[src/design/pps_pkg.sv]
// Shared constants for the protected power switch sequencer.
// Channel count, timer widths, mode and opcode codes, bus widths.
// No dependencies.
`default_nettype none
package pps_pkg;

  // channel count and time base
  localparam int CHANNELS      = 2;
  localparam int MS_PER_SECOND = 1000;
  localparam int LINES         = 2;

  // field widths
  localparam int OP_W      = 2;
  localparam int CHAN_W    = 4;
  localparam int SECS_W    = 16;
  localparam int DELAY_W   = 16;
  localparam int ELAPSED_W = 26;
  localparam int MODE_W    = 2;

  // stream widths (tdata padded to whole bytes)
  localparam int S_TDATA_W = 24;
  localparam int M_TDATA_W = 8;

  localparam logic [DELAY_W-1:0]   DELAY_RESET = 16'd2000;
  localparam logic [ELAPSED_W-1:0] ELAPSED_MAX = {ELAPSED_W{1'b1}};
  localparam logic [ELAPSED_W-1:0] MS_SCALE    = ELAPSED_W'(MS_PER_SECOND);
  localparam logic [CHAN_W:0]      CHAN_LIMIT  = (CHAN_W+1)'(CHANNELS);

  // channel modes
  localparam logic [MODE_W-1:0] MODE_OFF         = 2'd0;
  localparam logic [MODE_W-1:0] MODE_DISARMING   = 2'd1;
  localparam logic [MODE_W-1:0] MODE_ON          = 2'd2;
  localparam logic [MODE_W-1:0] MODE_TURNING_OFF = 2'd3;

  // opcodes
  localparam logic [OP_W-1:0] OP_TICK = 2'd0;
  localparam logic [OP_W-1:0] OP_ON   = 2'd1;
  localparam logic [OP_W-1:0] OP_OFF  = 2'd2;
  localparam logic [OP_W-1:0] OP_NONE = 2'd3;

endpackage
`default_nettype wire

[src/design/protected_power_switch_sequencer_core.sv]
// Protected power switch sequencer: top level with per-channel sequencers.
// Depends on pps_pkg.
//
// Usage:
//   Slave stream carries one word per command: tuser holds the opcode
//   (tick, turn-on, turn-off), tdata holds the channel and the on time in
//   seconds. A tick stands for one elapsed millisecond on every channel.
//   Master stream returns one word per command with the protection lines,
//   the power lines and the ignored flag, all taken after the update.
//   The delay register is written through cfg_wr_en / cfg_wr_data. The user
//   must write it only while the block is idle; the block does not enforce it.
//   Path: an accepted word is held in the input register, then moves into
//   the result register, where it drives m_axis_tvalid until it is taken.
//   Throughput: one word per cycle unless the master side stalls; every channel
//   updates in parallel in the single pass between the input and result registers.
//   Reset: all channels go to off with timers cleared, the delay register
//   takes 2000 ms, both stages empty.
//   Stall: while the master side is stalled the result holds, the input
//   register holds one more word, and only then does s_axis_tready drop.
`default_nettype none
module protected_power_switch_sequencer_core (
  input  wire logic                           clk,
  input  wire logic                           rst,
  // configuration: protection_delay_ms
  input  wire logic                           cfg_wr_en,
  input  wire logic [pps_pkg::DELAY_W-1:0]    cfg_wr_data,
  // command stream
  input  wire logic                           s_axis_tvalid,
  output logic                                s_axis_tready,
  // tdata: [3:0] channel, [19:4] on_time_s, [23:20] zero
  input  wire logic [pps_pkg::S_TDATA_W-1:0]  s_axis_tdata,
  // tuser: [1:0] opcode
  input  wire logic [pps_pkg::OP_W-1:0]       s_axis_tuser,
  // status stream
  output logic                                m_axis_tvalid,
  input  wire logic                           m_axis_tready,
  // tdata: [1:0] protection_lines, [3:2] power_lines, [4] ignored, [7:5] zero
  output logic [pps_pkg::M_TDATA_W-1:0]       m_axis_tdata
);
  import pps_pkg::*;

  logic                  in_valid;
  logic [OP_W-1:0]       in_op;
  logic [CHAN_W-1:0]     in_chan;
  logic [SECS_W-1:0]     in_secs;
  logic                  res_valid;
  logic [M_TDATA_W-1:0]  res_data;
  logic [DELAY_W-1:0]    delay_ms;
  logic                  advance;
  logic                  fire;

  logic [MODE_W-1:0]     mode       [CHANNELS];
  logic [MODE_W-1:0]     mode_next  [CHANNELS];
  logic [ELAPSED_W-1:0]  held_ms    [CHANNELS];
  logic [ELAPSED_W-1:0]  held_ms_next [CHANNELS];
  logic [ELAPSED_W-1:0]  elapsed    [CHANNELS];
  logic [ELAPSED_W-1:0]  elapsed_next [CHANNELS];

  logic [ELAPSED_W-1:0]  on_limit_ms;
  logic                  ignored;
  logic [LINES-1:0]      prot_lines;
  logic [LINES-1:0]      pwr_lines;

  // handshake: result moves on when empty or taken, input when it can drain
  assign advance       = !res_valid || m_axis_tready;
  assign fire          = in_valid && advance;
  assign s_axis_tready = !in_valid || advance;
  assign m_axis_tvalid = res_valid;
  assign m_axis_tdata  = res_data;

  // hold the delay register
  always_ff @(posedge clk) begin
    if (rst) begin
      delay_ms <= DELAY_RESET;
    end else if (cfg_wr_en) begin
      delay_ms <= cfg_wr_data;
    end
  end

  // capture the incoming word
  always_ff @(posedge clk) begin
    if (rst) begin
      in_valid <= 1'b0;
    end else if (s_axis_tready) begin
      in_valid <= s_axis_tvalid;
    end
  end

  always_ff @(posedge clk) begin
    if (s_axis_tready && s_axis_tvalid) begin
      in_op   <= s_axis_tuser;
      in_chan <= s_axis_tdata[CHAN_W-1:0];
      in_secs <= s_axis_tdata[CHAN_W+SECS_W-1:CHAN_W];
    end
  end

  // on time in milliseconds, stored at the request so ticks only compare
  assign on_limit_ms = ELAPSED_W'(in_secs) * MS_SCALE;

  // flag requests aimed past the last channel
  assign ignored = ((in_op == OP_ON) || (in_op == OP_OFF)) &&
                   ({1'b0, in_chan} >= CHAN_LIMIT);

  // per-channel sequencer update
  always_comb begin
    logic [ELAPSED_W-1:0] e_inc;
    logic [ELAPSED_W-1:0] limit;
    logic                 hit;
    for (int c = 0; c < CHANNELS; c++) begin
      mode_next[c]    = mode[c];
      held_ms_next[c] = held_ms[c];
      elapsed_next[c] = elapsed[c];
      hit   = (in_chan == CHAN_W'(c));
      e_inc = (elapsed[c] == ELAPSED_MAX) ? elapsed[c] : elapsed[c] + 1'b1;
      limit = (mode[c] == MODE_ON) ? held_ms[c] : ELAPSED_W'(delay_ms);
      unique case (in_op)
        OP_TICK: begin
          if (mode[c] != MODE_OFF) begin
            if (e_inc > limit) begin
              elapsed_next[c] = '0;
              unique case (mode[c])
                MODE_DISARMING: mode_next[c] = MODE_ON;
                MODE_ON:        mode_next[c] = MODE_TURNING_OFF;
                default:        mode_next[c] = MODE_OFF;
              endcase
            end else begin
              elapsed_next[c] = e_inc;
            end
          end
        end
        OP_ON: begin
          if (hit) begin
            if ((mode[c] == MODE_OFF) || (mode[c] == MODE_TURNING_OFF)) begin
              mode_next[c] = MODE_DISARMING;
            end
            held_ms_next[c] = on_limit_ms;
            elapsed_next[c] = '0;
          end
        end
        OP_OFF: begin
          if (hit) begin
            if (mode[c] == MODE_ON) begin
              mode_next[c]    = MODE_TURNING_OFF;
              elapsed_next[c] = '0;
            end else if (mode[c] == MODE_DISARMING) begin
              mode_next[c]    = MODE_OFF;
              elapsed_next[c] = '0;
            end
          end
        end
        OP_NONE: begin
        end
      endcase
    end
  end

  // derive the lines from the updated modes
  always_comb begin
    for (int l = 0; l < LINES; l++) begin
      if (l < CHANNELS) begin
        prot_lines[l] = (mode_next[l] != MODE_OFF);
        pwr_lines[l]  = (mode_next[l] == MODE_ON);
      end else begin
        prot_lines[l] = 1'b0;
        pwr_lines[l]  = 1'b0;
      end
    end
  end

  // advance channel state
  always_ff @(posedge clk) begin
    if (rst) begin
      for (int c = 0; c < CHANNELS; c++) begin
        mode[c]    <= MODE_OFF;
        held_ms[c] <= '0;
        elapsed[c] <= '0;
      end
    end else if (fire) begin
      for (int c = 0; c < CHANNELS; c++) begin
        mode[c]    <= mode_next[c];
        held_ms[c] <= held_ms_next[c];
        elapsed[c] <= elapsed_next[c];
      end
    end
  end

  // result register
  always_ff @(posedge clk) begin
    if (rst) begin
      res_valid <= 1'b0;
    end else if (advance) begin
      res_valid <= in_valid;
    end
  end

  always_ff @(posedge clk) begin
    if (fire) begin
      res_data <= M_TDATA_W'({ignored, pwr_lines, prot_lines});
    end
  end

endmodule
`default_nettype wire

[config.mk]
export PLATFORM = sky130hd
export DESIGN_NAME = protected_power_switch_sequencer_core
export DESIGN_NICKNAME = d
export VERILOG_FILES = /design/src/design/pps_pkg.sv /design/src/design/protected_power_switch_sequencer_core.sv
export SDC_FILE = /design/constraint.sdc
export NUM_CORES = 1
export LEC_CHECK = 0
export BUFFER_PORTS_ARGS = -buffer_cell sky130_fd_sc_hd__clkbuf_2
export CORE_ASPECT_RATIO = 0.75
export CORE_MARGIN = 10
export CORE_UTILIZATION = 30
export CTS_BUF_LIST = sky130_fd_sc_hd__clkbuf_16
export DETAILED_ROUTE_END_ITERATION = 8
export PLACE_DENSITY = 0.52
export SLEW_MARGIN = 20
export SYNTH_ARGS = -nofsm -noshare
export SYNTH_HDL_FRONTEND = slang
export SYNTH_SLANG_ARGS = --single-unit
[constraint.sdc]
create_clock -name clk -period 9.6 [get_ports clk]
set_clock_uncertainty 0.1 [all_clocks]
set_input_delay 0.96 -clock clk [delete_from_list [all_inputs] [get_ports clk]]
set_output_delay 0.96 -clock clk [all_outputs]
set_load 0.01 [all_outputs]
==> summary.md, run 1 <==
| Metric | Value |
|---|---|
| Gr ovfl total | 0 |
| Post-synth EDFFs | about 130 |
| Total net switching power | around 0.9 mW |
| Data arrival time of the worst path | approximately 6.1 ns |
| Reg2Reg Depth | 15 |
| TritonCTS buffer count | 17 |
| Crit share post-route | 61.9% |
| Post_cts resized | 0 |
| Hold path cells | 2 |
| Tightest Pin Transition | around 0.94 ns |
| Fillers | roughly 3.6k |
| Most frequent cells in the layout | 129 x edfxtp_1, 121 x ha_1, 100 x inv_1, 70 x nor2_1, 58 x nand2_1 |
| IO Port Bufs | 49 |
| Setup repair bufs after CTS | 0 |
| Sequential share of power | 33.5% |
| Synth-to-Final Area Change | 11.8% |
| Cells after Synth | approximately 1.0k |
| Residual DRC | 0 |
| Tmin final | 5.95 ns |
| Clock tree from TritonCTS | built |
| Hold Vio Cnt, Final | 0 |
| Core area | between 30000 and 40000 um2 |
| Largest net degree at the start of global routing | 30 |
| # Max-Cap Violations | 0 |
| Critical Path RT | about 9.8 ns |
| RSZ-0062 raised after global routing | no |
| Nets | about 1.3k |
| DPL Wire Length | ~20000 um |
| Worst skew pair latency | ~0.45 ns |
| Crit-path max FO | 20 |
| Vias in the first global route | 7406 |
| Maximum VDD drop | 0.000122 V |
| Top_reg_cell synth | edfxtp_1 |
| Logic pwr share | between 40% and 50% |
| Commonest non-fill, non-tap cell in the layout | edfxtp_1 |
| # IOs | 57 |
| Sequential share of the synthesized area | between 30% and 40% |
| Worst hold path type | reg -> reg |
| Count of hold-fix buffers inserted at cts | 0 |
| Async SR Flop Fraction | 0% |
| Max-slew violations | 0 |
| TritonCTS sink count | ~150 |
| Internal | between 1 and 1.5 mW |
| Fin Setup TNS | 0 ns |
| Outcome | completed |
| FP Rows | 60 |
| DP Area | 11900 um2 |
| Seq cells post-synth | roughly 150 |
| Clk root buf | clkbuf_16 |
| LEAKAGE | 5.10 nW |
| First-pass GRT wire length | 41600 um |
| Iter 0 DRT Violations | 470 |
| Die X | about 240 um |
| Avg Inst Size Synth | 10.8 um2 |
| Reg clk slew, reported paths | 0.07 ns |
| Die Ht | 186 um |
| PD cells | 193 nW/um2 |
| Yosys cell types | slightly below 70 |
| Slew HR | between 30 and 40% |
| Crit path kind | reg -> reg |
| Final Instance Area | approximately 12000 um2 |
| Synth Cell Area | 11100 um2 |
| Initial Util | 30.6% |
| Wire per inst | 16.3 um |
| Initial antenna violation count | 0 |
| Routed Antenna Nets | 0 |
| Placer congestion estimate | between 0.8 and 0.9 |
| Total number of vias | roughly 7.5k |
| Die area | around 45000 um2 |
| Clock network fraction of total power | 25.8% |
| Sw Share | roughly 38% |
| Drt pass-1 iters | 5 |
| Setup violators final | 0 |
| Ant. Diodes | 0 |
| Worst Setup End Kind | register |
| Synth warn | 0 |
| Critical Path Source Type | register |
| GRT Util Overall | between 10% and 20% |
| Routed Wire Length | approximately 26000 um |
| H-tree Lvls | 4 |
| Vias per cell | around 4.7 |
| Clock Tree Buf Depth | 2 |
| Peak Freq | ~170 MHz |
| Layout cells sized above 1 | around a tenth |
-- registers in the layout, summed over array words and instances, names as in the netlist --
name	count
m_axis_tvalid	1
delay_ms	16
in_valid	1
mode	4
in_secs	16
m_axis_tdata	5
elapsed	52
in_op	2
in_chan	4
held_ms	46
-- kinds of logic (layout without fill, tap and decap cells) --
group	Yosys count	after routing	share of synthesized area, %
AND/OR/NAND/NOR	338	338	16.9
adder cells (fa/ha/maj)	175	175	23.5
other	1	3	0.0339
AO/OA/AOI/OAI	142	142	8.64
flip-flops	147	147	38.3
multiplexers	41	41	3.77
buffers and inverters	125	183	4.42
XOR/XNOR	54	54	4.55
-- synthesized netlist by cell type (3+ instances only) --
master,instances,area [um2]
nor2b_1,52,325
xnor2_2,4,65.1
and3_1,28,175
o21bai_1,3,22.5
a221oi_1,3,26.3
nand2b_1,10,62.6
a21oi_1,36,180
and2_1,13,81.3
a211o_1,8,70.1
inv_1,97,364
nor4_1,3,18.8
a211oi_1,13,97.6
and4_1,9,78.8
xnor2_1,28,245
mux2i_1,36,360
edfxtp_1,129,3870
o21a_1,9,67.6
clkbuf_1,19,71.3
buf_2,4,20.0
o21ai_0,23,115
dfxtp_1,18,360
mux2_2,3,33.8
nor4_4,3,63.8
nor3_1,15,75.1
o31ai_1,3,22.5
buf_4,4,30.0
a21o_1,12,90.1
nand2_1,58,218
nand4_1,25,156
fa_1,54,1080
ha_1,121,1510
nand3b_1,3,22.5
o211ai_1,10,75.1
nand3_1,28,140
xor2_1,22,193
nor2_1,70,263
a31oi_1,3,18.8
-- critical path, stage by stage, from the launching register on --
cell       delay [ns]
edfxtp_1         0.42
ha_1             0.21
and3_1           0.21
nand3_1          0.26
nor3_1           0.31
nand3_1          0.45
and3_1           0.36
xor2_1           0.21
ha_1             0.30
a21oi_1          0.17
o21ai_0          0.17
a2111oi_0        0.89
o221ai_1         0.40
o21ai_2          0.42
nand2_1          0.55
nor3_1           0.32
-- stage by stage --
| stage | util, % | power, mW | hold WS (ns) | worst slack, ns | cells |
|---|---|---|---|---|---|
| after floorplan | - | 1.55 | 0.367 | 5.01 | 1025 |
| after global placement | 32.8 | 1.77 | 0.409 | 3.97 | 1547 |
| after detailed placement | 32.8 | 1.79 | 0.413 | 3.78 | 1547 |
| after CTS | 34.3 | 2.41 | 0.426 | 3.74 | 1579 |
| after global routing | 34.3 | 2.59 | 0.463 | 3.23 | 1579 |
| final | 34.3 | 2.39 | 0.433 | 3.65 | 1579 |
-- metal layers --
layer	track usage, %	part of all wire (%)
met3	2.37	4.2
met5	0	0
met1	17.8	55
met4	2.99	0.93
met2	15.6	40
-- worst paths after layout --
kind	startpoint	end	slack [ns]
max	elapsed[0][0]	elapsed[0][12]	3.65
min	in_valid	m_axis_tvalid	0.43
max reg2reg	elapsed[0][0]	elapsed[0][12]	3.65
min reg2reg	in_valid	m_axis_tvalid	0.43
-- layout make-up --
class                   instances  area [um2]  area share, %
multi-input cells             753        6350           51.3
inverters                      97         364           2.94
flip-flops and latches        147        4230           34.2
clock buffers                  17         425           3.44
well taps                     496         621           5.02
clock inverters                15        96.3          0.779
repair buffers                 54         283           2.29
-- power groups by stage --
| stage | Sequential, mW | Combinational, mW | Clock, mW |
|---|---|---|---|
| global route | 0.808 | 1.12 | 0.657 |
| finish | 0.801 | 0.973 | 0.618 |
| detailed placement | 0.814 | 0.971 | 0 |
| global placement | 0.814 | 0.961 | 0 |
| CTS | 0.801 | 0.979 | 0.630 |
| floorplan | 0.803 | 0.746 | 0 |
Note: power is estimated with default switching activity, not from simulation.
==> run 2, diff against run 1 <==
--- a/config.mk
+++ b/config.mk
@@ -5,6 +5,7 @@
 export SDC_FILE = /design/constraint.sdc
 export NUM_CORES = 1
 export LEC_CHECK = 0
+export ABC_AREA = 1
 export BUFFER_PORTS_ARGS = -buffer_cell sky130_fd_sc_hd__clkbuf_2
 export CORE_ASPECT_RATIO = 0.75
 export CORE_MARGIN = 10
==> constraint.sdc (replaced) <==
create_clock -name clk -period 5.6 [get_ports clk]
set_clock_uncertainty 0.1 [all_clocks]
set_input_delay 0.56 -clock clk [delete_from_list [all_inputs] [get_ports clk]]
set_output_delay 0.56 -clock clk [all_outputs]
set_load 0.01 [all_outputs]
==> run 2 against run 1 <==
Compared with the run above:
- die area up 4.3%
- wire length is 8.1% higher
- via count up 16%
- synthesized cell count is 27% higher
- sequential power rose by 74%
- core utilization is 0.27 points lower
==> summary.md, run 2 <==
| Metric | Value |
|---|---|
| Clock tree from TritonCTS | built |
| Crit path kind | reg -> reg |
| Iter 0 DRT Violations | 573 (+22%) |
| Layout cells sized above 1 | 9.87% (-0.20 points) |
| Critical Path RT | 5.71 ns (-4.06 ns) |
| PD cells | 319 nW/um2 (+65%) |
| Most frequent cells in the layout | 258 x nand2_1, 206 x inv_1, 129 x edfxtp_1, 121 x ha_1, 106 x nor2_1 |
| Post-synthesis mux area share | 2.25% (-1.5 points) |
| DPL Wire Length | 22100 um (+10%) |
| Avg Inst Size Synth | 8.91 um2 (-18%) |
| Synth-to-Final Area Change | 12.2% |
| Main area contributors after synthesis | edfxtp_1 33%, ha_1 13%, fa_1 9.3% |
| Die area | 47000 um2 (+4.3%) |
| Seq cells post-synth | 147 (unchanged) |
| GRT Util Overall | 12.2% (+0.68 points) |
| Critical Path Source Type | register |
| Post-synth EDFFs | 129 (unchanged) |
| Max-slew violations | 0 (unchanged) |
| Post-Synth XOR/XNOR Area | 3.32% (-1.2 points) |
| Most flop-heavy register | elapsed |
| TritonCTS buffer count | 17 (unchanged) |
| Vias per cell | 4.61 (-2.8%) |
| Slew HR | 39.7% (+4.0 points) |
| Die X | 247 um (+2.2%) |
| TritonCTS sink count | 147 (unchanged) |
| H-tree Lvls | 4 (unchanged) |
| Cells after Synth | 1301 (+27%) |
| Worst Setup End Kind | register |
| Commonest non-fill, non-tap cell in the layout | nand2_1 |
| Initial Util | 30.3% (-0.33 points) |
| Largest regs | elapsed: 52 flops, held_ms: 46 flops |
| Residual DRC | 0 (unchanged) |
| Placer congestion estimate | 0.879 (+7.0%) |
| Synth warn | 0 (unchanged) |
| Largest net degree at the start of global routing | 44 (+47%) |
| Maximum VDD drop | 0.000217 V (+78%) |
| Largest family of logic cells by synthesized area | adder cells |
| Crit share post-route | 86.3% (+24 points) |
| Total number of vias | 8665 (+16%) |
| DP Area | 12400 um2 (+5.0%) |
| Synth Cell Area | 11600 um2 (+4.8%) |
| Worst hold path type | in -> reg |
| Outcome | completed |
| Nets | 1577 (+22%) |
| Max FFs per register | 52 (unchanged) |
| Compound-Gate Fraction of Synth Area | 8.54% (-0.10 points) |
| Tightest Pin Transition | 0.905 ns (-0.0351 ns) |
| Final core occ | 34.0% (-0.27 points) |
| Post-Synth Simple-Gate Area | 18.9% (+2.0 points) |
| Setup violators final | 0 (unchanged) |
| FP Rows | 62 (+3.3%) |
| Initial antenna violation count | 1 (+1) |
| Top-count cell post-synth | nand2_1 |
| Die Ht | 190 um (+2.1%) |
| Wire per inst | 14.8 um (-9.2%) |
| First-pass GRT wire length | 45400 um (+9.2%) |
| Peak Freq | 207 MHz (+23%) |
| Data arrival time of the worst path | 4.94 ns (-1.18 ns) |
| Gr ovfl total | 0 (unchanged) |
| Fin Setup TNS | 0 ns (unchanged) |
| Core area | 38200 um2 (+5.9%) |
| Reg clk slew, reported paths | 0.06 ns (about the same) |
| Worst skew pair latency | 0.45 ns (about the same) |
| Yosys cell types | 49 (-29%) |
| Routed Wire Length | 27800 um (+8.1%) |
| Async SR Flop Fraction | 0% (unchanged) |
| Vias in the first global route | 8629 (+17%) |
| Yosys top cell area share | 33.4% (-1.6 points) |
| Top post-synthesis cells by count | 258 x nand2_1, 204 x inv_1, 129 x edfxtp_1 |
| Dpl ws | 0.800 ns (-2.98 ns) |
| Post_cts resized | 0 (unchanged) |
| Hold_ws | 0.183 ns (-0.251 ns) |
| Top_reg_cell synth | edfxtp_1 |
| Drt pass-1 iters | 5 (unchanged) |
| Setup repair bufs after CTS | 0 (unchanged) |
| LEAKAGE | 5.79 nW (+13%) |
| Crit-path max FO | 5 (-75%) |
| Hold Vio Cnt, Final | 0 (unchanged) |
| Post-synthesis cell type with the largest combined area | edfxtp_1 |
| Count of hold-fix buffers inserted at cts | 0 (unchanged) |
| Routed Antenna Nets | 0 (unchanged) |
| # Max-Cap Violations | 0 (unchanged) |
| Ant. Diodes | 0 (unchanged) |
| Clock Tree Buf Depth | 2 (unchanged) |
| Final WS setup | 0.768 ns (-2.89 ns) |
| Sequential share of the synthesized area | 36.5% (-1.7 points) |
| Clk root buf | clkbuf_16 |
| Synth Area in Adders | 22.4% (-1.1 points) |
| # IOs | 57 (unchanged) |
| IO Port Bufs | 49 (unchanged) |
| Final Instance Area | 13000 um2 (+5.1%) |
| RSZ-0062 raised after global routing | no |
| Fillers | 3986 (+9.6%) |
| Tmin final | 4.83 ns (-1.11 ns) |
-- run 2: changes by cell type after synthesis, moves of 13 or more --
cell | previous run | this run
and2_1 | 13 | 0
o21ai_0 | 23 | 41
inv_1 | 97 | 204
and3_1 | 28 | 0
a21oi_1 | 36 | 85
nor2_1 | 70 | 107
nor2b_1 | 52 | 0
nand3_1 | 28 | 54
nor3_1 | 15 | 28
nand2_1 | 58 | 258
a21oi_2 | 0 | 16
-- run 2: worst max-delay path, cell delays in order, from the launching register on --
cell      delay, ns
edfxtp_1       0.49
inv_1          0.14
fa_1           0.58
fa_1           0.44
fa_1           0.49
fa_1           0.51
inv_1          0.05
ha_1           0.35
a21oi_1        0.21
nor2_1         0.06
nor2_1         0.14
nand2_1        0.12
a21oi_1        0.26
o21ai_1        0.14
nand3_1        0.11
nand3_1        0.07
a21oi_1        0.34
-- run 2: area by class of cell --
class                   count  area, um2  area share (%)
clock buffers              18        450            3.46
clock inverters            14        108           0.828
inverters                 210        788            6.06
multi-input cells         919       6450            49.6
flip-flops and latches    147       4230            32.6
well taps                 512        641            4.93
repair buffers             60        328            2.52
-- run 2: worst paths after layout --
| check | from | end | slack (ns) | depth (start not counted) |
|---|---|---|---|---|
| max reg2reg | in_secs[2] | held_ms[0][49] | 0.77 | 16 |
| max | in_secs[2] | held_ms[0][49] | 0.77 | 16 |
| min reg2reg | delay_ms[4] | delay_ms[4] | 0.40 | 2 |
| min | s_axis_tdata[14] | in_secs[10] | 0.18 | 1 |
-- run 2: power breakdown --
group | total, mW | switching (mW) | internal (mW)
sequential | 1.39 | 0.0672 | 1.32
clock | 1.13 | 0.492 | 0.634
combinational | 1.64 | 1.05 | 0.591
-- run 2: cell families after synthesis --
logic type	count (synthesis)
and+or+nand+nor	500
AOI/OAI and AO/OA	171
other	1
xor gates and xnor gates	44
muxes	26
buffers and inverters	237
DFF	147
adders and majority gates	175
-- run 2: layer usage --
layer	part of all wire, %	vias up	wire [um]	GRT usage [%]
li1	-	4431	-	-
met1	55	4045	15300	18.4
met2	39	169	10900	17.0
met3	4.6	20	1290	2.74
met4	1.2	0	320	3.01
met5	0	-	0	0
-- run 2: through the flow --
stage / std cells / power [mW]
floorplan: 1303 / 2.62
global placement: 1848 / 3.01
detailed placement: 1848 / 3.03
CTS: 1880 / 4.18
global route: 1880 / 4.51
finish: 1880 / 4.15
